==> src/hw/rtl/rpsa_ram.sv <==
module rpsa_ram #(
	parameter int WIDTH = 8,
	parameter int DEPTH = 16
) (
	input  logic                     clk,
	input  logic                     we,
	input  logic [$clog2(DEPTH)-1:0] waddr,
	input  logic [WIDTH-1:0]         wdata,
	input  logic                     re,
	input  logic [$clog2(DEPTH)-1:0] raddr,
	output logic [WIDTH-1:0]         rdata
);

	logic [WIDTH-1:0] mem [DEPTH];

	always_ff @(posedge clk) begin
		if (we) begin
			mem[waddr] <= wdata;
		end
		if (re) begin
			rdata <= mem[raddr];
		end
	end

endmodule

==> config.mk <==
export PLATFORM = sky130hd
export DESIGN_NAME = rpsa_ram
export DESIGN_NICKNAME = d
export VERILOG_FILES = /design/src/hw/rtl/rpsa_ram.sv
export SDC_FILE = /design/constraint.sdc
export NUM_CORES = 1
export LEC_CHECK = 0
export CORE_ASPECT_RATIO = 0.5
export CORE_MARGIN = 1.5
export CORE_UTILIZATION = 55
export DETAILED_ROUTE_END_ITERATION = 8
export DONT_BUFFER_PORTS = 1
export PLACE_DENSITY = 0.7
export REMOVE_ABC_BUFFERS = 1
export SYNTH_ARGS = -nofsm -noshare
export SYNTH_HDL_FRONTEND = slang
export SYNTH_SLANG_ARGS = --single-unit
==> constraint.sdc <==
create_clock -name clk -period 2.7 [get_ports clk]
set_clock_uncertainty 0.2 [all_clocks]
set_input_delay 0.54 -clock clk [delete_from_list [all_inputs] [get_ports clk]]
set_output_delay 0.54 -clock clk [all_outputs]
set_load 0.05 [all_outputs]
==> flow_summary_export.csv <==
group,metric,value,unit
run_status,outcome,"finished clean",
sta,fin_crit_sh,69.71,%
worst_hold_path,min_path_type,"input pin to flop",
cts,post_cts_buffers,0,
sta,hold_viol,0,
yosys,synthTopCellsByArea,"edfxtp_1 (78%), mux4_2 (7.8%), mux4_1 (7.0%), a22oi_1 (2.3%), nor2_1 (0.93%)",
worst_setup_path,path_max_fanout,1,
global_route,antenna_found_initial,0,
worst_setup_path,critPathLaunchType,"flop",
cts,clk_pin_slew,60,ps
sta,tns,0,ps
yosys,seq_area_frac_synth,78.12,%
global_route,grt_pass1_vias,2497,
placement,port_buffers,0,
yosys,synth_area_leader_cell,"edfxtp_1",
route,drcViolationCount,0,
global_route,track_usage,21.93,%
sta,slew_headroom,45.40,%
cts,cts_tree,"yes",
yosys,synth_cells,229,
yosys,synth.distinct_cells,18,
sta,setup_slack,817.9,ps
cts,ctsHoldBuffers,0,
floorplanning,die_area,0.01013,mm2
route,drt-pass1-iter-count,5,
floorplanning,initial_core_util,58.42,%
route,vias,2421,
floorplanning,core_area,0.008949,mm2
cts,clock-sinks,136,
cts,cts_made_buffers,17,
placement,hpwl,6071,um
cts,post_cts_resized,0,
final_layout,final_layout_size_suffix_gt1_share,23.77,%
sta,drv_slew,0,
cts,clkLatencyLatePin,410,ps
global_route,grt_pass1_wl,14890,um
sta,worstMarginPinSlew,815.9,ps
placement,dpl_cell_area,0.005393,mm2
final_layout,layout_commonest_cell,"edfxtp_1",
global_route,grt_max_degree,33,
final_layout,nets,271,
final_layout,fin_area,0.005979,mm2
cts,htreeDepth,4,
flow_run,maxCapViolCount,0,
worst_setup_path,cp_data_arrival_time,1140,ps
yosys,netlist_area,0.005228,mm2
route,viasPerCell,6.338,
yosys,avgSynthCellArea,22.83,um2
pwr,peakVddDrop,0.4033,mV
yosys,yosysTopAreaCellShare,78.12,%
placement,routabilityCongestion,0.7778,
floorplanning,dieWidth,140.9,um
placement,post-place-ws,644.8,ps
floorplanning,io_pins,27,
yosys,yosys_warnings,0,
route,wl,9797,um
worst_setup_path,path_class,"flop to primary output",
floorplanning,die_height,71.94,um
sta,min_period,1882,ps
yosys,synth_seq_cells,136,
floorplanning,fp-row-count,24,
sta,clock.fmax,531.3,MHz
final_layout,antenna_cells,0,
sta,finalSetupViolations,0,
route,drt_iter0_drc,381,
global_route,grt.overflow.total,0,
worst_setup_path,cp-end-kind,"primary output",
sta,rsz0062_at_grt,"false",
cts,cts_buffer_depth,2,
route,ant_nets,0,
final_layout,nFillCells,542,
pwr,power.leakage,1.960,nW
pwr,powerDensity,806.4,mW/mm2
final_layout,syn_to_final_growth,14.38,%
cts,clockRootBuffer,"clkbuf_16",
final_layout,layout_common_cells,"edfxtp_1 (136), mux4_2 (18), clkbuf_16 (17)",
route,wire_per_inst,25.65,um
worst_setup_path,worstPathRequired,1960,ps
[kinds of logic after synthesis]
group                  after synthesis  synth area share [%]
DFF                                136                 78.12
and+or+nand+nor                     35                 3.136
muxes                               32                 14.79
AOI/OAI and AO/OA                   16                 2.298
buffers and inverters               10                 1.651
[cell usage after synthesis]
master / count
nor3_1: 4
buf_6: 3
nand3_1: 1
mux4_1: 14
nor2_1: 13
nand3b_1: 2
and2_1: 1
buf_2: 3
clkdlybuf4s25_2: 3
mux4_2: 18
edfxtp_1: 136
a22oi_1: 16
nor2b_1: 1
nand2_1: 9
nand2b_1: 2
and2b_1: 1
buf_4: 1
or3b_2: 1
[flip-flops by register name, indices dropped and copies added, names as in the netlist]
signal and flops:
mem 128, rdata 8
[layout make-up]
class	count	area, um2	area share (%)
flip-flops and latches	136	4084	68.30
multi-input cells	83	1057	17.68
clock buffers	18	429.2	7.177
clock inverters	14	157.7	2.637
well taps	117	146.4	2.448
repair buffers	14	105.1	1.758
[power breakdown]
| part | switching, mW | total (mW) | internal, mW |
|---|---|---|---|
| sequential | 0.0539 | 2.44 | 2.38 |
| clock | 0.817 | 2.26 | 1.44 |
| combinational | 0.0601 | 0.131 | 0.0710 |
[layer usage]
metal | part of all wire (%) | up-vias | global-route usage [%]
met5 | 0 | - | 0
met2 | 46 | 127 | 33.17
li1 | - | 1028 | -
met3 | 11 | 14 | 8.449
met4 | 1.5 | 0 | 8.681
met1 | 42 | 1252 | 29.60
[path summary, 6_finish.rpt]
kind | startpoint | endpoint | slack (ps) | cells past startpoint
setup reg to reg | mem[1][1] | rdata[1] | 870 | 3
hold / removal | wdata[2] | mem[13][2] | 20 | 0
hold reg to reg | mem[14][2] | rdata[2] | 560 | 3
setup / recovery | rdata[7] | rdata[7] | 820 | 0
[metrics by stage]
step	power, mW	hold WS (ps)	util [%]	std cells
floorplan	2.563	438.9	-	219
global placement	2.605	439.6	60.26	350
CTS	4.849	10.79	66.82	382
global route	4.957	7.906	66.82	382
detailed placement	2.609	439.4	60.26	350
finish	4.822	22.38	66.82	382
Note: power is estimated with default switching activity, not from simulation.
