$ cat src/hw/rtl/rpsa_pkg.sv
package rpsa_pkg;

	localparam int PART_BITS_MAX = 10;
	localparam int COUNT_WIDTH   = 24;
	localparam int KEY_WIDTH     = 32;
	localparam int CFG_WIDTH     = 4;
	localparam int TABLE_DEPTH   = 1 << PART_BITS_MAX;

	localparam logic [CFG_WIDTH-1:0]   PART_BITS_RESET = CFG_WIDTH'(4);
	localparam logic [COUNT_WIDTH-1:0] COUNT_MAX       = {COUNT_WIDTH{1'b1}};

	// transaction modes
	localparam logic [1:0] MODE_COUNT = 2'd0;
	localparam logic [1:0] MODE_PLACE = 2'd1;
	localparam logic [1:0] MODE_CLEAR = 2'd2;

	typedef struct packed {
		logic [1:0]           mode;
		logic [KEY_WIDTH-1:0] key;
	} rpsa_item_t;

	typedef struct packed {
		logic [PART_BITS_MAX-1:0] partition;
		logic [COUNT_WIDTH-1:0]   position;
		logic                     status;
	} rpsa_result_t;

	// table update decided for one transaction
	typedef struct packed {
		logic                   we;
		logic [COUNT_WIDTH-1:0] wdata;
		rpsa_result_t           res;
	} rpsa_upd_t;

endpackage

$ cat src/hw/rtl/rpsa_update.sv
module rpsa_update import rpsa_pkg::*; (
	input  logic [1:0]               mode,
	input  logic [PART_BITS_MAX-1:0] partition,
	input  logic [COUNT_WIDTH-1:0]   entry,
	input  logic                     offsets_ready,
	output rpsa_upd_t                upd
);

	logic at_max;
	logic [COUNT_WIDTH-1:0] entry_inc;

	assign at_max    = (entry == COUNT_MAX);
	assign entry_inc = entry + COUNT_WIDTH'(1);

	always_comb begin
		upd = '0;
		case (mode)
			MODE_COUNT: begin
				upd.res.partition = partition;
				// counting while placing leaves the table alone
				if (!offsets_ready) begin
					if (at_max) begin
						upd.res.position = COUNT_MAX;
						upd.res.status   = 1'b1;
					end else begin
						upd.we           = 1'b1;
						upd.wdata        = entry_inc;
						upd.res.position = entry_inc;
					end
				end
			end
			MODE_PLACE: begin
				upd.res.partition = partition;
				if (at_max) begin
					upd.res.position = COUNT_MAX;
					upd.res.status   = 1'b1;
				end else begin
					upd.we           = 1'b1;
					upd.wdata        = entry_inc;
					upd.res.position = entry;
				end
			end
			default: begin
				upd = '0;
			end
		endcase
	end

endmodule
$ cat config.mk
export PLATFORM = sky130hd
export DESIGN_NAME = rpsa_update
export DESIGN_NICKNAME = d
export VERILOG_FILES = /design/src/hw/rtl/rpsa_pkg.sv /design/src/hw/rtl/rpsa_update.sv
export SDC_FILE = /design/constraint.sdc
export NUM_CORES = 1
export LEC_CHECK = 0
export BUFFER_PORTS_ARGS = -buffer_cell sky130_fd_sc_hd__buf_2
export CAP_MARGIN = 20
export CELL_PAD_IN_SITES_DETAIL_PLACEMENT = 1
export CELL_PAD_IN_SITES_GLOBAL_PLACEMENT = 2
export CORE_MARGIN = 2
export CORE_UTILIZATION = 19
export DETAILED_ROUTE_END_ITERATION = 6
export PLACE_DENSITY = 0.86
export REMOVE_ABC_BUFFERS = 1
export SYNTH_ARGS = -nofsm -noshare
export SYNTH_HDL_FRONTEND = slang
export SYNTH_SLANG_ARGS = --single-unit
$ cat constraint.sdc
create_clock -name vclk -period 2.4
set_input_delay 0.12 -clock vclk [all_inputs]
set_output_delay 0.12 -clock vclk [all_outputs]
set_load 0.005 [all_outputs]
==> out/summary.txt, run 1 <==
RSZ-0062 raised after global routing -> false
CP delay by family, top -> simple AND/OR/NAND/NOR gates
post_cts resized -> 0
CP Data Required Time -> 2.28 ns
die width -> 87.23 um
Tcrit/Tclk final -> 0.9277
area of the core -> 6756 um2
area grow syn2layout -> 44.30%
status -> complete, no violations
Post-CTS Setup Repair Bufs -> 0
Seq cells -> 0
Post-Route Utilization -> 0.2811
worst-path cell chain -> buf_2, ha_1, nand3_4, or4_1, or4_1, a21oi_1, buf_2
drt drc -> 0
Final ANT Viol Nets -> 0
synth top area cells -> nor2_1, xnor2_1, nand2_1
Die Ht -> 87.23 um
mapped cell area -> 1316 um2
io pins -> 97
routability cong. -> 0.7818
Nets -> 362
post-synthesis sequential area ratio -> 0
PD cells -> 140.7 nW/um2
slowest CP cell -> or4_1
post-place setup slack -> 0.2034 ns
Post-DP HPWL -> 4946 um
FP Rows -> 30
Pleak -> 0.9222 nW
Fmax -> 449.2 MHz
post-synthesis instance total -> 235
CP max stage delay -> 0.68 ns
Slew Limit Fails -> 0
vias in the first global route -> 1,952
vias per std cell -> 4.983
Final Hold Vio Count -> 0
Setup crit end kind -> output port
critical path arrival -> 2.11 ns
number of fill cells -> 912
routed vias -> 2,003
Post-Route WL -> 6058 um
share of layout cells above drive strength 1 -> 0.3571
critical-path maximum fanout -> 7
syn avg cell area -> 5.601 um2
CLK BUF -> 0
Net Sw Frac -> 0.5731
Synth top area share -> 0.1112
Flop pwr share -> 0
most numerous cell in the Yosys netlist -> nor2_1
Clock power frac -> 0
Final min period -> 2.226 ns
max_cap viols -> 0
Worst Slack Setup Final -> 0.1736 ns
final instance area -> 1899 um2
die area -> 7609 um2
Post-synth top cells -> nor2_1, nand2_1, a21oi_1
final setup vio count -> 0
GRT Overall Usage -> 0.1497
total power -> 0.0002672 W
Critical Path Start Type -> input port
Hold WC Path Type -> input port to output port
Hold-fix buffers, CTS -> 0
maximum VDD drop -> 0.06164 mV
TritonRoute pass-1 iters -> 4
Area after DPL -> 1899 um2
largest net degree at the start of global routing -> 24
n_diodes -> 0
global-route wire length before repair -> 9556 um
initial antenna violation count -> 0
initial DRC count -> 67
Starting Density -> 0.1948
Rel. slew slack -> 0.4635
sequential cell area -> 0 um2
cell taking the most area after synthesis -> nor2_1
P_int -> 0.0001141 W
PortBufs -> 97
Distinct cells, synth -> 41
Worst-Margin Slew -> 0.8047 ns
Buf/Inv on CP -> 2
yosys warns -> 0
combinational share of power -> 1.000
Setup TNS -> 0 ns
total grt overflow -> 0
average routed wire per standard cell -> 15.07 um
area of the multi-input gates -> 1209 um2
CP Class -> input port to output port
Sw Pwr -> 0.0001531 W
==> logic make-up after synthesis <==
logic type	Yosys count	share of synthesized area
muxes	2	0.01521
adders and majority gates	1	0.009504
xor gates and xnor gates	19	0.1264
buffers and inverters	28	0.08555
and+or+nand+nor	129	0.5124
AOI/OAI and AO/OA	56	0.2510
==> layout by cell type, fill, tap and decap left out, types with 2 or more instances in the layout <==
cell type / synthesis / routed
buf_2: 6 / 97
nor2_1: 39 / 39
nand2_1: 23 / 23
a21oi_1: 17 / 17
xnor2_1: 14 / 14
nand3_1: 13 / 13
o21ai_1: 12 / 12
nor2b_1: 12 / 12
o21ai_0: 11 / 11
buf_4: 0 / 10
nand4_1: 9 / 9
inv_1: 7 / 7
nor3_1: 7 / 6
xor2_1: 5 / 5
or4_1: 4 / 4
a22o_1: 4 / 4
and3_1: 3 / 3
nor4_1: 3 / 3
o31ai_1: 3 / 3
or3_1: 2 / 2
and4_1: 2 / 2
nor4_2: 2 / 2
a31oi_1: 2 / 2
o311ai_1: 2 / 2
o41ai_1: 2 / 2
and2_1: 2 / 2
mux2i_1: 2 / 2
==> per-layer routing <==
metal / wire, um / global-route usage / vias up / part of all wire
li1: - / - / 1012 / -
met1: 2889 / 0.2101 / 938 / 0.48
met2: 2885 / 0.2630 / 53 / 0.48
met3: 283 / 0.01137 / 0 / 0.047
met4: 0 / 0.005594 / 0 / 0
met5: 0 / 0 / - / 0
==> through the flow <==
step / cells / hold slack (ns)
final: 402 / 0.5260
after global routing: 402 / 0.5456
after global placement: 402 / 0.5204
after CTS: 402 / 0.5290
after detailed placement: 402 / 0.5253
after floorplan: 215 / 0.2702
==> area by class of cell <==
| type | instances | area share |
|---|---|---|
| inverters | 8 | 0.01581 |
| multi-input cells | 207 | 0.6364 |
| well taps | 80 | 0.05270 |
| repair buffers | 107 | 0.2951 |
==> final timing paths <==
check                    start       to  cells past startpoint
hold / removal    partition[3]  upd[28]                      3
setup / recovery      entry[0]  upd[53]                      7
==> power groups by stage <==
stage                     clock, W  combinational [W]  sequential, W
after floorplan                  0           0.000116              0
after global placement           0           0.000264              0
after detailed placement         0           0.000271              0
after CTS                        0           0.000272              0
after global routing             0           0.000299              0
final                            0           0.000267              0
(Power assumes the default switching activity.)
==> run 2: changes to the inputs <==
--- a/config.mk
+++ b/config.mk
@@ -7,3 +7,2 @@
 export LEC_CHECK = 0
-export BUFFER_PORTS_ARGS = -buffer_cell sky130_fd_sc_hd__buf_2
 export CAP_MARGIN = 20
@@ -12,5 +11,6 @@
 export CORE_MARGIN = 2
-export CORE_UTILIZATION = 19
+export CORE_UTILIZATION = 30
 export DETAILED_ROUTE_END_ITERATION = 6
-export PLACE_DENSITY = 0.86
+export DONT_BUFFER_PORTS = 1
+export PLACE_DENSITY = 0.85
 export REMOVE_ABC_BUFFERS = 1
==> constraint.sdc (replaced) <==
create_clock -name vclk -period 2.4
set_input_delay 0 -clock vclk [all_inputs]
set_output_delay 0 -clock vclk [all_outputs]
set_load 0.005 [all_outputs]
==> out/summary.txt, run 2 (same netlist as run 1, synthesis figures left out) <==
status -> complete, no violations
Slew Limit Fails -> 0 (unchanged)
post_cts resized -> 0 (unchanged)
number of fill cells -> 592 (-35%)
Post-CTS Setup Repair Bufs -> 0 (unchanged)
Post-Route WL -> 5098 um (-16%)
CP max stage delay -> 0.56 ns (-0.12 ns)
Starting Density -> 0.3065 (+0.1117)
Nets -> 258 (-29%)
slowest CP cell -> nor4_2
critical path arrival -> 1.97 ns (-0.14 ns)
CP Launch Point -> entry[0]
CLK BUF -> 0 (unchanged)
Post-DP HPWL -> 3956 um (-20%)
Final ANT Viol Nets -> 0 (unchanged)
drt drc -> 0 (unchanged)
worst-path cell chain -> ha_1, nand3_4, nor4_2, nand2_1, o21ai_2, inv_2, and2_1
CP Class -> input port to output port
Final Hold Vio Count -> 0 (unchanged)
Hold WC Path Type -> input port to output port
routed vias -> 1,673 (-16%)
initial DRC count -> 99 (+48%)
routability cong. -> 0.8283 (+5.9%)
maximum VDD drop -> 0.04733 mV (-23%)
Setup TNS -> 0 ns (unchanged)
met3 WL post-DR -> 300 um (+6.0%)
CP Data Required Time -> 2.40 ns (+0.12 ns)
Worst-Margin Slew -> 0.7581 ns (-0.04662 ns)
critical-path maximum fanout -> 17 (+10)
n_diodes -> 0 (unchanged)
final setup vio count -> 0 (unchanged)
sequential cell area -> 0 um2 (unchanged)
total grt overflow -> 0 (unchanged)
Pleak -> 0.4440 nW (-52%)
global-route wire length before repair -> 8280 um (-13%)
area grow syn2layout -> 0.7603%
Fmax -> 508.6 MHz (+13%)
vias per std cell -> 6.196 (+24%)
most frequent cells in the layout -> nor2_1, nand2_1, a21oi_1, xnor2_1, nand3_1
Final min period -> 1.966 ns (-0.2604 ns)
RSZ-0062 raised after global routing -> false
routed length on met1 -> 2228 um (-23%)
worst hold path startpoint -> mode[1]
die area -> 4934 um2 (-35%)
die width -> 70.24 um (-19%)
Hold-fix buffers, CTS -> 0 (unchanged)
GRT Overall Usage -> 0.1990 (+0.04933)
vias in the first global route -> 1,582 (-19%)
Die Ht -> 70.24 um (-19%)
FP Rows -> 24 (-20%)
Post-Route Utilization -> 0.3089 (+0.02775)
Hold Path Stages -> 1 (-2)
Setup crit end kind -> output port
Seq cells -> 0 (unchanged)
PortBufs -> 0 (-100%)
wire length on met2 -> 2544 um (-12%)
top sig layer -> met4
io pins -> 97 (unchanged)
PD cells -> 111.0 nW/um2 (-21%)
TritonRoute pass-1 iters -> 4 (unchanged)
largest net degree at the start of global routing -> 25 (+4.2%)
Hold Crit Endpoint -> upd[29]
initial antenna violation count -> 0 (unchanged)
share of layout cells above drive strength 1 -> 0.05046 (-0.3067)
max_cap viols -> 0 (unchanged)
area of the core -> 4294 um2 (-36%)
commonest non-fill, non-tap cell in the layout -> nor2_1
average routed wire per standard cell -> 18.88 um (+25%)
Tcrit/Tclk final -> 0.8192 (-0.1085)
Critical Path Start Type -> input port
Rel. slew slack -> 0.4928 (+0.02928)
==> run 2: cell types whose count changed in the layout (fill, tap and decap cells not counted) <==
cell   delta
buf_2    -97
buf_4     -7
==> run 2: power breakdown <==
| group | switching [W] | internal (W) | total, W |
|---|---|---|---|
| combinational | 0.0000916 | 0.0000557 | 0.000147 |
| clock | 0 | 0 | 0 |
| sequential | 0 | 0 | 0 |
==> run 2: final cells by class <==
cell class	instances	area [um2]	share of cell area
Multi-Input combinational cell	207	1209	0.9113
Tap cell	52	65.06	0.04906
Inverter	8	30.03	0.02264
Timing Repair Buffer	3	22.52	0.01698
==> run 2: how the worst max path moves through the flow <==
stage | cells after the start | to | slack, ns
2_1_floorplan | 3 | upd[23] | 0.42
3_3_place_gp | 7 | upd[36] | 0.63
3_5_place_dp | 7 | upd[36] | 0.46
4_1_cts | 7 | upd[36] | 0.47
5_1_grt | 7 | upd[36] | 0.26
6_report | 7 | upd[36] | 0.43
==> run 2: critical path: cells and delay by family <==
kind | cells | cell delay [ns]
buf+inv | 1 | 0.09
fa+ha+maj | 1 | 0.25
compound gates | 1 | 0.38
simple gates | 4 | 1.24
==> run 2: metal layers <==
metal  up-vias  GRT usage
met1       803     0.2726
met5         -          0
li1        802          -
met2        66     0.3512
met4         0   0.008547
met3         2    0.02165
==> run 2: stage by stage <==
stage               instances  hold slack, ns  total power (W)  worst slack (ns)  cell area, um2
global placement          270         0.03394        0.0001461            0.6345            1326
floorplan                 215         0.03023        0.0001162            0.4239            1234
CTS                       270         0.03307        0.0001491            0.4666            1326
detailed placement        270         0.03307        0.0001487            0.4624            1326
global route              270         0.03490        0.0001645            0.2613            1326
finish                    270         0.03219        0.0001473            0.4340            1326
